===== config.mk =====
export PLATFORM = sky130hd
export DESIGN_NAME = srtf_preemptive_scheduler_core
export DESIGN_NICKNAME = d
export VERILOG_FILES = /design/src/hdl/srtf_pkg.sv /design/src/hdl/srtf_preemptive_scheduler_core.sv /design/src/hdl/srtf_slot_ram.sv /design/src/hdl/srtf_engine.sv
export SDC_FILE = /design/constraint.sdc
export NUM_CORES = 2
export LEC_CHECK = 0
export ABC_AREA = 1
export ABC_CLOCK_PERIOD_IN_PS = 19600
export BUFFER_PORTS_ARGS = -buffer_cell sky130_fd_sc_hd__buf_2
export CORE_MARGIN = 5
export CORE_UTILIZATION = 29
export DETAILED_ROUTE_END_ITERATION = 7
export PLACE_DENSITY = 0.49
export SKIP_CTS_REPAIR_TIMING = 1
export SYNTH_ARGS = -nofsm -noshare
export SYNTH_HDL_FRONTEND = slang
export SYNTH_HIERARCHICAL = 1
export SYNTH_SLANG_ARGS = --single-unit

===== constraint.sdc =====
create_clock -name clk -period 19.6 [get_ports clk]
set_input_delay 0.98 -clock clk [delete_from_list [all_inputs] [get_ports clk]]
set_output_delay 0.98 -clock clk [all_outputs]
set_load 0.005 [all_outputs]

===== src/hdl/srtf_pkg.sv =====
// Shared types, sizes and helpers for the shortest-remaining-time-first scheduler.
// Used by srtf_slot_ram, srtf_engine and srtf_preemptive_scheduler_core.
// No dependencies.
`default_nettype none

package srtf_pkg;

  localparam int NUM_SLOTS = 16;
  localparam int IDX_W     = $clog2(NUM_SLOTS);
  localparam int CNT_W     = $clog2(NUM_SLOTS + 1);
  localparam int TIME_W    = 16;
  localparam int PID_W     = 5;
  localparam int SUM_W     = 32;

  typedef enum logic {
    MODE_ADD  = 1'b0,
    MODE_TICK = 1'b1
  } mode_t;

  typedef enum logic [1:0] {
    STATUS_OK         = 2'd0,
    STATUS_FULL       = 2'd1,
    STATUS_ZERO_BURST = 2'd2
  } status_t;

  typedef enum logic [2:0] {
    ST_IDLE,
    ST_SCAN,
    ST_UPDATE,
    ST_ACCUM,
    ST_EMIT
  } state_t;

  typedef struct packed {
    mode_t             mode;
    logic [TIME_W-1:0] arrival_time;
    logic [TIME_W-1:0] burst_time;
  } in_item_t;

  typedef struct packed {
    status_t           status;
    logic [PID_W-1:0]  process_id;
    logic [TIME_W-1:0] tick_time;
    logic              new_segment;
    logic              finished;
    logic [TIME_W-1:0] turnaround;
    logic [TIME_W-1:0] waiting;
    logic [PID_W-1:0]  done_count;
    logic [SUM_W-1:0]  total_waiting;
    logic [SUM_W-1:0]  total_turnaround;
  } out_item_t;

  typedef struct packed {
    logic [TIME_W-1:0] arrival;
    logic [TIME_W-1:0] burst;
    logic [TIME_W-1:0] remaining;
    logic              done;
  } slot_entry_t;

  typedef struct packed {
    logic              re;
    logic              we;
    logic [IDX_W-1:0]  addr;
    slot_entry_t       wdata;
  } ram_req_t;

  // Masks a slot count or ID to the width of the ID fields.
  function automatic logic [PID_W-1:0] to_pid(input logic [CNT_W-1:0] v);
    logic [CNT_W+PID_W-1:0] ext;
    ext = (CNT_W + PID_W)'(v);
    return ext[PID_W-1:0];
  endfunction

  function automatic logic [SUM_W-1:0] sat_add(input logic [SUM_W-1:0] a,
                                               input logic [TIME_W-1:0] b);
    logic [SUM_W:0] s;
    s = {1'b0, a} + (SUM_W + 1)'(b);
    return s[SUM_W] ? {SUM_W{1'b1}} : s[SUM_W-1:0];
  endfunction

endpackage

`default_nettype wire


===== src/hdl/srtf_preemptive_scheduler_core.sv =====
// Shortest-remaining-time-first scheduler, top level: sequencer, process table
// memory and output register. Depends on srtf_pkg, srtf_slot_ram, srtf_engine.
//
// Usage: each input transfer on in_valid/in_ready carries one item. An add
// item (mode 0) registers a process in the next free slot, or is rejected
// when the table is full or the burst is zero; a tick item (mode 1) runs the
// ready process with the least remaining time for one unit and advances time.
// Every item yields exactly one result on out_valid/out_ready.
// Flow: an add item goes from the engine's result register to the output
// register through the emit state. A tick item scans the table one slot per
// cycle through the memory read port, then passes the update, accumulate and
// emit states before its result is loaded into the output register. Items
// are handled one at a time; in_ready is high only between items.
// Reset (rst_n low, synchronous) empties the table, clears time, the
// completion count and both totals.
// When the receiver stalls, the result waits in the output register; the
// block finishes the next item and then holds it until the register frees.
`default_nettype none

module srtf_preemptive_scheduler_core (
  input  wire logic                clk,
  input  wire logic                rst_n,
  input  wire logic                in_valid,
  output logic                     in_ready,
  input  wire srtf_pkg::in_item_t  in_data,
  output logic                     out_valid,
  input  wire logic                out_ready,
  output srtf_pkg::out_item_t      out_data
);

  srtf_pkg::ram_req_t    ram_req;
  srtf_pkg::slot_entry_t ram_rdata;
  logic                  res_free;
  logic                  res_valid;
  srtf_pkg::out_item_t   res;

  logic                  out_valid_r, out_valid_nxt;
  srtf_pkg::out_item_t   out_data_r;

  srtf_slot_ram u_ram (
    .clk   (clk),
    .req   (ram_req),
    .rdata (ram_rdata)
  );

  srtf_engine u_engine (
    .clk       (clk),
    .rst_n     (rst_n),
    .in_valid  (in_valid),
    .in_ready  (in_ready),
    .in_data   (in_data),
    .ram_req   (ram_req),
    .ram_rdata (ram_rdata),
    .res_free  (res_free),
    .res_valid (res_valid),
    .res       (res)
  );

  assign res_free = !out_valid_r || out_ready;

  always_comb begin
    out_valid_nxt = out_valid_r;
    if (res_valid) begin
      out_valid_nxt = 1'b1;
    end else if (out_ready) begin
      out_valid_nxt = 1'b0;
    end
  end

  always_ff @(posedge clk) begin
    if (!rst_n) begin
      out_valid_r <= 1'b0;
    end else begin
      out_valid_r <= out_valid_nxt;
    end
  end

  always_ff @(posedge clk) begin
    if (res_valid) begin
      out_data_r <= res;
    end
  end

  assign out_valid = out_valid_r;
  assign out_data  = out_data_r;

endmodule

`default_nettype wire


===== src/hdl/srtf_slot_ram.sv =====
// Process table: one synchronous single-port memory holding arrival, burst,
// remaining time and done flag per slot. Depends on srtf_pkg.
`default_nettype none

module srtf_slot_ram (
  input  wire logic               clk,
  input  wire srtf_pkg::ram_req_t req,
  output srtf_pkg::slot_entry_t   rdata
);

  srtf_pkg::slot_entry_t mem [srtf_pkg::NUM_SLOTS];
  srtf_pkg::slot_entry_t rdata_r;

  always_ff @(posedge clk) begin
    if (req.we) begin
      mem[req.addr] <= req.wdata;
    end
    if (req.re) begin
      rdata_r <= mem[req.addr];
    end
  end

  assign rdata = rdata_r;

endmodule

`default_nettype wire


===== src/hdl/srtf_engine.sv =====
// Scheduling sequencer: registers processes, scans the table for the shortest
// remaining time, updates the winner and builds the result. Depends on srtf_pkg.
`default_nettype none

module srtf_engine (
  input  wire logic                  clk,
  input  wire logic                  rst_n,
  input  wire logic                  in_valid,
  output logic                       in_ready,
  input  wire srtf_pkg::in_item_t    in_data,
  output srtf_pkg::ram_req_t         ram_req,
  input  wire srtf_pkg::slot_entry_t ram_rdata,
  input  wire logic                  res_free,
  output logic                       res_valid,
  output srtf_pkg::out_item_t        res
);

  localparam int IW = srtf_pkg::IDX_W;
  localparam int CW = srtf_pkg::CNT_W;
  localparam int TW = srtf_pkg::TIME_W;
  localparam int PW = srtf_pkg::PID_W;
  localparam int SW = srtf_pkg::SUM_W;
  localparam logic [CW-1:0] SlotsFull = CW'(srtf_pkg::NUM_SLOTS);

  srtf_pkg::state_t      state_r, state_nxt;
  logic [CW-1:0]         occ_r, occ_nxt;
  logic [TW-1:0]         time_r, time_nxt;
  logic [PW-1:0]         prev_r, prev_nxt;
  logic [CW-1:0]         done_cnt_r, done_cnt_nxt;
  logic [SW-1:0]         wsum_r, wsum_nxt;
  logic [SW-1:0]         tsum_r, tsum_nxt;
  logic [CW-1:0]         scan_r, scan_nxt;
  logic                  rd_pend_r, rd_pend_nxt;
  logic [IW-1:0]         rd_idx_r, rd_idx_nxt;
  logic                  found_r, found_nxt;
  logic [IW-1:0]         best_idx_r, best_idx_nxt;
  srtf_pkg::slot_entry_t best_r, best_nxt;
  logic                  fin_r, fin_nxt;
  logic [TW-1:0]         tat_r, tat_nxt;
  srtf_pkg::out_item_t   res_r, res_nxt;

  logic                  cand;
  logic [TW-1:0]         new_rem;
  logic [TW:0]           end_time;
  logic [TW:0]           tat_full;
  logic [TW-1:0]         wt;
  logic [PW-1:0]         runner;

  always_ff @(posedge clk) begin
    if (!rst_n) begin
      state_r    <= srtf_pkg::ST_IDLE;
      occ_r      <= '0;
      time_r     <= '0;
      prev_r     <= '0;
      done_cnt_r <= '0;
      wsum_r     <= '0;
      tsum_r     <= '0;
      rd_pend_r  <= 1'b0;
    end else begin
      state_r    <= state_nxt;
      occ_r      <= occ_nxt;
      time_r     <= time_nxt;
      prev_r     <= prev_nxt;
      done_cnt_r <= done_cnt_nxt;
      wsum_r     <= wsum_nxt;
      tsum_r     <= tsum_nxt;
      rd_pend_r  <= rd_pend_nxt;
    end
  end

  always_ff @(posedge clk) begin
    scan_r     <= scan_nxt;
    rd_idx_r   <= rd_idx_nxt;
    found_r    <= found_nxt;
    best_idx_r <= best_idx_nxt;
    best_r     <= best_nxt;
    fin_r      <= fin_nxt;
    tat_r      <= tat_nxt;
    res_r      <= res_nxt;
  end

  // A read issued in one cycle returns data for comparison in the next.
  assign cand = rd_pend_r && !ram_rdata.done && (ram_rdata.arrival <= time_r) &&
                (!found_r || (ram_rdata.remaining < best_r.remaining) ||
                 ((ram_rdata.remaining == best_r.remaining) &&
                  (ram_rdata.arrival >= best_r.arrival)));

  assign new_rem  = (best_r.remaining != '0) ? best_r.remaining - TW'(1) : '0;
  assign end_time = {1'b0, time_r} + (TW + 1)'(1);
  // The winner has already arrived, so this difference never goes negative.
  assign tat_full = end_time - {1'b0, best_r.arrival};
  assign wt       = (tat_r >= best_r.burst) ? tat_r - best_r.burst : '0;
  assign runner   = found_r ? srtf_pkg::to_pid(CW'({1'b0, best_idx_r}) + CW'(1)) : '0;

  always_comb begin
    state_nxt    = state_r;
    occ_nxt      = occ_r;
    time_nxt     = time_r;
    prev_nxt     = prev_r;
    done_cnt_nxt = done_cnt_r;
    wsum_nxt     = wsum_r;
    tsum_nxt     = tsum_r;
    scan_nxt     = scan_r;
    rd_pend_nxt  = 1'b0;
    rd_idx_nxt   = rd_idx_r;
    found_nxt    = found_r;
    best_idx_nxt = best_idx_r;
    best_nxt     = best_r;
    fin_nxt      = fin_r;
    tat_nxt      = tat_r;
    res_nxt      = res_r;
    ram_req      = '0;
    in_ready     = 1'b0;
    res_valid    = 1'b0;

    unique case (state_r)
      srtf_pkg::ST_IDLE: begin
        in_ready = 1'b1;
        if (in_valid) begin
          res_nxt                  = '0;
          res_nxt.tick_time        = time_r;
          res_nxt.done_count       = srtf_pkg::to_pid(done_cnt_r);
          res_nxt.total_waiting    = wsum_r;
          res_nxt.total_turnaround = tsum_r;
          if (in_data.mode == srtf_pkg::MODE_ADD) begin
            state_nxt = srtf_pkg::ST_EMIT;
            if (occ_r >= SlotsFull) begin
              res_nxt.status = srtf_pkg::STATUS_FULL;
            end else if (in_data.burst_time == '0) begin
              res_nxt.status = srtf_pkg::STATUS_ZERO_BURST;
            end else begin
              res_nxt.status            = srtf_pkg::STATUS_OK;
              res_nxt.process_id        = srtf_pkg::to_pid(occ_r + CW'(1));
              ram_req.we                = 1'b1;
              ram_req.addr              = occ_r[IW-1:0];
              ram_req.wdata.arrival     = in_data.arrival_time;
              ram_req.wdata.burst       = in_data.burst_time;
              ram_req.wdata.remaining   = in_data.burst_time;
              ram_req.wdata.done        = 1'b0;
              occ_nxt                   = occ_r + CW'(1);
            end
          end else begin
            state_nxt = srtf_pkg::ST_SCAN;
            scan_nxt  = '0;
            found_nxt = 1'b0;
          end
        end
      end

      srtf_pkg::ST_SCAN: begin
        if (cand) begin
          found_nxt    = 1'b1;
          best_idx_nxt = rd_idx_r;
          best_nxt     = ram_rdata;
        end
        if (scan_r != occ_r) begin
          ram_req.re  = 1'b1;
          ram_req.addr = scan_r[IW-1:0];
          rd_pend_nxt = 1'b1;
          rd_idx_nxt  = scan_r[IW-1:0];
          scan_nxt    = scan_r + CW'(1);
        end else if (!rd_pend_r) begin
          state_nxt = srtf_pkg::ST_UPDATE;
        end
      end

      srtf_pkg::ST_UPDATE: begin
        fin_nxt   = 1'b0;
        tat_nxt   = '0;
        state_nxt = srtf_pkg::ST_ACCUM;
        if (found_r) begin
          ram_req.we              = 1'b1;
          ram_req.addr            = best_idx_r;
          ram_req.wdata           = best_r;
          ram_req.wdata.remaining = new_rem;
          ram_req.wdata.done      = (new_rem == '0);
          if (new_rem == '0) begin
            fin_nxt = 1'b1;
            // Completion at the time ceiling can reach 65536; clamp it.
            tat_nxt = tat_full[TW] ? {TW{1'b1}} : tat_full[TW-1:0];
          end
        end
      end

      srtf_pkg::ST_ACCUM: begin
        res_nxt             = '0;
        res_nxt.status      = srtf_pkg::STATUS_OK;
        res_nxt.process_id  = runner;
        res_nxt.tick_time   = time_r;
        res_nxt.new_segment = (runner != prev_r);
        res_nxt.finished    = fin_r;
        if (fin_r) begin
          res_nxt.turnaround = tat_r;
          res_nxt.waiting    = wt;
          wsum_nxt           = srtf_pkg::sat_add(wsum_r, wt);
          tsum_nxt           = srtf_pkg::sat_add(tsum_r, tat_r);
          if (done_cnt_r < SlotsFull) begin
            done_cnt_nxt = done_cnt_r + CW'(1);
          end
        end
        res_nxt.done_count       = srtf_pkg::to_pid(done_cnt_nxt);
        res_nxt.total_waiting    = wsum_nxt;
        res_nxt.total_turnaround = tsum_nxt;
        prev_nxt = runner;
        if (time_r != {TW{1'b1}}) begin
          time_nxt = time_r + TW'(1);
        end
        state_nxt = srtf_pkg::ST_EMIT;
      end

      srtf_pkg::ST_EMIT: begin
        res_valid = res_free;
        if (res_free) begin
          state_nxt = srtf_pkg::ST_IDLE;
        end
      end

      default: begin
        state_nxt = srtf_pkg::ST_IDLE;
      end
    endcase
  end

  assign res = res_r;

endmodule

`default_nettype wire


==> After elaboration in Yosys (flattened, before gate mapping) <==
Memory sizes are Yosys's and may differ from the RTL's. A register that Yosys moved wholly into a read port is not among the register bits.
Cells that the tools add are included.
{ "totals": {"register_bits": 431, "latchBits": 0, "mem_bits_rw": 784, "rom_bits": 0, "inputBits": 37, "elab_cells": 150, "memories": 1} }
{ "mem_list": {"columns": ["name", "depth", "word_bits", "rd", "rd_ports_with_merged_regs", "write_ports", "line_no", "text"], "rows": [
  ["u_ram.mem", 16, 49, 1, 1, 1, "srtf_slot_ram.sv:11", "srtf_pkg::slot_entry_t mem [srtf_pkg::NUM_SLOTS];"]
]} }
{ "classes": {"n_addsub": 11, "n_mul": 0, "n_div": 0, "n_lt_le_gt_ge": 6, "n_eq_ne": 15, "shift": 0, "n_mux": 50, "bitwise": 3, "reduce_logical": 26} }
{ "ops": {"columns": ["cell", "count"], "rows": [
  ["54-bit 2-to-1 mux", 5],
  ["126-bit case mux with 2 select lines", 1],
  ["32-bit 2-to-1 mux", 5],
  ["126-bit 2-to-1 mux", 1],
  ["49-bit case mux with 2 select lines", 1],
  ["32-bit by 16-bit adder with 33-bit output", 2],
  ["16-bit 2-to-1 mux", 3],
  ["5-bit 2-to-1 mux", 8],
  ["16-bit greater-or-equal comparator", 2],
  ["16-bit logical NOT", 2],
  ["16-bit by 1-bit adder with 17-bit output, second input constant", 1],
  ["17-bit by 16-bit subtractor with 17-bit output", 1],
  ["16-bit by 1-bit adder with 16-bit output, second input constant", 1],
  ["16-bit equality test", 1],
  ["16-bit less-or-equal comparator", 1],
  ["16-bit < comparator", 1],
  ["16-bit != test, second input constant", 1],
  ["16-bit nonzero test", 1],
  ["16-bit by 1-bit subtractor with 16-bit output, second input constant", 1],
  ["16-bit subtractor", 1],
  ["5-bit by 1-bit adder with 5-bit output, second input constant", 3],
  ["3-bit 2-to-1 mux", 5],
  ["3-bit case mux with 5 select lines", 1],
  ["1-bit 2-to-1 mux", 12],
  ["other kinds (24)", 50]
]} }

==> Logic depth before layout (Yosys ltp) <==
{ "logic_depth": {"word_depth": 8, "depth_mapped": 27} }

==> Cells and area by module <==
Netlist, hierarchy kept.
{ "modules_own_cells": {"columns": ["mod", "n_inst", "cells_each", "area_per_inst_um2", "seq_area_each_um2"], "rows": [
  ["srtf_slot_ram", 1, 3219, 34419.3, 25014.0],
  ["srtf_engine", 1, 2321, 18432.7, 8137.8],
  ["srtf_preemptive_scheduler_core", 1, 132, 3829.9, 3803.6]
]} }

==> Worst setup path before layout <==
OpenSTA, ideal clock, no wires.
{ "synth_path": {"path_kind": "input to register", "start": "input out_ready", "end": "register out_valid_r (netlist: out_valid)", "setup_time_ns": 0.101, "arrival_ns": 13.989, "required_time_ns": 19.499, "setup_slack_ns": 5.510, "cell_stages": 6, "path_buffers": 0, "path_cell_list": "inv_1 nand2_2 inv_1 nor4_1 inv_1 a21oi_2"} }
{ "synth_via": {"elab_chain_len": 3, "elab_cells_between_ends": 4} }
{ "synth_rtl": {"columns": ["element", "line_no", "text"], "rows": [
  ["start, declared", "srtf_preemptive_scheduler_core.sv:27", "input wire logic out_ready,"],
  ["1-bit logical OR", "srtf_preemptive_scheduler_core.sv:59", "assign res_free = !out_valid_r || out_ready;"],
  ["net res_free", "srtf_preemptive_scheduler_core.sv:33", "logic res_free;"],
  ["1-bit 2-to-1 mux", "srtf_engine.sv:116", "unique case (state_r)"],
  ["1-bit 2-to-1 mux", "srtf_preemptive_scheduler_core.sv:63", "if (res_valid) begin"],
  ["net out_valid_nxt", "srtf_preemptive_scheduler_core.sv:37", "logic out_valid_r, out_valid_nxt;"],
  ["end signal, assigned", "srtf_preemptive_scheduler_core.sv:74", "out_valid_r <= out_valid_nxt;"],
  ["end, declared", "srtf_preemptive_scheduler_core.sv:37", null]
]} }
The timed path passes the listed nets, and every way through them passes these cells.
A chain may end at the register's enable or synchronous reset.

==> flow_metrics.env <==
export IMPL_ys_warn_count=6
export IMPL_synth_top_area_share_pct=61.67
export IMPL_syn_to_final_growth_pct=14.46
export IMPL_synth_most_common_cell="nand2_1"
export IMPL_drc=0
export IMPL_power_density_nw_per_um2=107.3
export IMPL_wl_um=161000
export IMPL_n_fill_cell=19670
export IMPL_drive_gt1_share_pct=9.195
export IMPL_placed_cell_area_um2=60360
export IMPL_ys_top_cells_by_area="edfxtp_1 (62%), nand2_1 (18%), dfxtp_1 (3.5%)"
export IMPL_cp_depth=12
export IMPL_timing_final_crit_period_ns=5.895
export IMPL_numCtsBuffers=139
export IMPL_cp_required_ns=20.00
export IMPL_cp_slowest_cell="nor2_4"
export IMPL_cts_sinks=1264
export IMPL_crit_top_cell="nand3_1"
export IMPL_synth_top_cell_by_area="edfxtp_1"
export IMPL_holdWs_ns=0.4138
export IMPL_routedWlPerCell_um=18.94
export IMPL_worstMarginPinSlew_ns=1.197
export IMPL_rsz0062_at_grt="no"
export IMPL_cpLargestDelayFamily="simple AND/OR/NAND/NOR gates"
export IMPL_post_route_period_util_pct=30.08
export IMPL_ff2ff_path_depth=18
export IMPL_die_h_um=452.1
export IMPL_ir_drop_mv=0.09548
export IMPL_critPathKind="in -> reg"
export IMPL_drtPass1Iterations=5
export IMPL_synth_edf_count=1164
export IMPL_seqCellArea_um2=36960
export IMPL_synth_cell_types=47
export IMPL_synth_area_um2=56680
export IMPL_hold_path_depth=0
export IMPL_grt_overflow_total=0
export IMPL_netlist_instances=5672
export IMPL_h_tree_depth=4
export IMPL_worstSetupStartpointType="input pin"
export IMPL_synth_seq_cells=1264
export IMPL_outcome="finished clean"
export IMPL_synth_avg_cell_area_um2=9.993
export IMPL_drv_slew=0
export IMPL_hold_class="reg -> reg"
export IMPL_cts_tree="built"
export IMPL_hold_viol_final=0
export IMPL_setup_viol=0
export IMPL_antenna_found_initial=2
export IMPL_start_util_pct=29.13
export IMPL_worstPathArrival_ns=6.30
export IMPL_clk_pin_slew_ns=0.06
export IMPL_drt_iter0_drc=2751
export IMPL_place_hpwl_um=100900
export IMPL_ys_seq_area_share_pct=65.20
export IMPL_grt_max_degree=160
export IMPL_die_x_um=452.1
export IMPL_vias_per_cell=4.524
export IMPL_max_slew_margin_rel_pct=20.18
export IMPL_grt_pass1_wl_um=241500
export IMPL_worst_path_max_fanout=159
export IMPL_p_leak_nw=27.54
export IMPL_fin_skew_ns=0.02665
export IMPL_core_area_um2=194600
export IMPL_design_area_um2=64880
export IMPL_clockRootBuffer="clkbuf_16"
export IMPL_worst_path_buf_inv=5
export IMPL_rows=162
export IMPL_syn_nets=5847
export IMPL_setup_tns_ns=0
export IMPL_place_gp_congestion=0.8807
export IMPL_die_area_um2=204400
export IMPL_io_buffer_count=164
export IMPL_fmax_ghz=0.1696
export IMPL_cp_cell_sequence="buf_2 > inv_1 > nand3_1 > nor3_1 > nand3_1 > nand3_4 > o211ai_1 > buf_4 > clkinv_8 > nand3_1 > nor2_4 > buf_4"
export IMPL_vias=38480
export IMPL_fin_nets=6032
export IMPL_clk_latency_ns=0.78
export IMPL_clock_path_buffers=3
export IMPL_cap_violations=0
export IMPL_async_flop_share_pct=0
export IMPL_final_cells=8505
export IMPL_endpoint_kind="flop"
export IMPL_synth_ff_type="edfxtp_1"
export IMPL_grt_pass1_vias=37380
export IMPL_ios=165
export IMPL_slowest_delay_ns=1.07
export IMPL_place_inst=8258
export IMPL_multi_input_area_um2=16950
export IMPL_yosys_top_cells_count="nand2_1 (2651), edfxtp_1 (1164), inv_1 (491), nor2_1 (271), nand3_1 (155)"
export IMPL_grt_usage_pct=15.48
export IMPL_postRouteAntennaNets=0
==> stage by stage <==
stage                     utilization, %  setup WS, ns  power, W
after floorplan                        -         5.510  0.004081
final                              33.34         13.70  0.006962
after CTS                          33.34         13.69  0.007058
after detailed placement           31.02         12.85  0.004443
after global routing               33.34         13.51  0.007314
after global placement             31.02         13.00  0.004435
==> power breakdown <==
group	switching (W)	total (W)	internal, W
Combinational	0.000817	0.00110	0.000283
Clock	0.00110	0.00259	0.00149
Sequential	0.0000742	0.00327	0.00319
==> state kept, by name (all words and copies together), names as in the netlist, 16 cells and up <==
register         cells
u_engine/wsum_r     32
u_engine/res       126
u_engine/time_r     16
u_engine/tat_r      16
u_ram/mem          784
u_engine/best_r     48
u_ram/rdata         49
out_data           126
u_engine/tsum_r     32
==> layout by cell type (no fill, tap or decap), types with 6 or more instances in the layout <==
master and instances:
nand3b_1 16, inv_2 7, clkbuf_16 140, nor2_4 23
nor3_1 45, o22ai_2 21, buf_2 164, nand2_1 2651
and2_1 7, nand3_2 6, or2_2 30, nor2_2 13
inv_1 487, bufinv_16 11, clkinv_1 24, xnor2_1 22
clkinv_2 18, nand3_1 154, xor2_1 43, o22ai_1 32
nand4_1 39, dfxtp_1 100, clkinv_8 6, o21ai_0 60
nor4_1 7, a21oi_1 110, nand2_2 7, ha_1 134
nor2_1 252, buf_4 71, a21o_1 10, clkbuf_1 26
edfxtp_1 1164
==> cells by family (layout without fill, tap and decap cells) <==
| logic type | after synthesis | in the layout | synth area share, % |
|---|---|---|---|
| adders and majority gates | 138 | 138 | 3.099 |
| and+or+nand+nor | 3261 | 3261 | 22.79 |
| xor gates and xnor gates | 65 | 65 | 1.004 |
| other | 0 | 3 | 0 |
| AOI/OAI and AO/OA | 254 | 254 | 2.470 |
| buffers and inverters | 690 | 978 | 5.437 |
| DFF | 1264 | 1264 | 65.20 |
==> layout make-up <==
cell class,count,area share (%)
tap,2542,4.902
sequential,1264,56.96
multi-input combinational,3718,26.12
clock inverter,74,1.317
timing repair buffer,237,2.148
clock buffer,170,5.635
inverter,497,2.902
antenna,3,0.01157
==> worst paths after layout <==
check / startpoint / endpoint / slack [ns]
worst max-delay path: in_data[9] / u_ram/mem[14][21] / 13.70
worst min-delay path: u_engine/res[91] / out_data[91] / 0.41
worst max register to register: u_engine/tat_r[1] / u_engine/res[53] / 14.17
worst min register to register: u_engine/res[91] / out_data[91] / 0.41
==> per-layer routing <==
metal  vias to the layer above  share of wire [%]  track usage (%)
met1                     18530                 45            20.61
met2                       877                 48            26.07
met3                       204                4.1            2.054
met5                         -                  0                0
met4                         0                3.1            5.194
li1                      18870                  -                -
(Power assumes the default switching activity.)
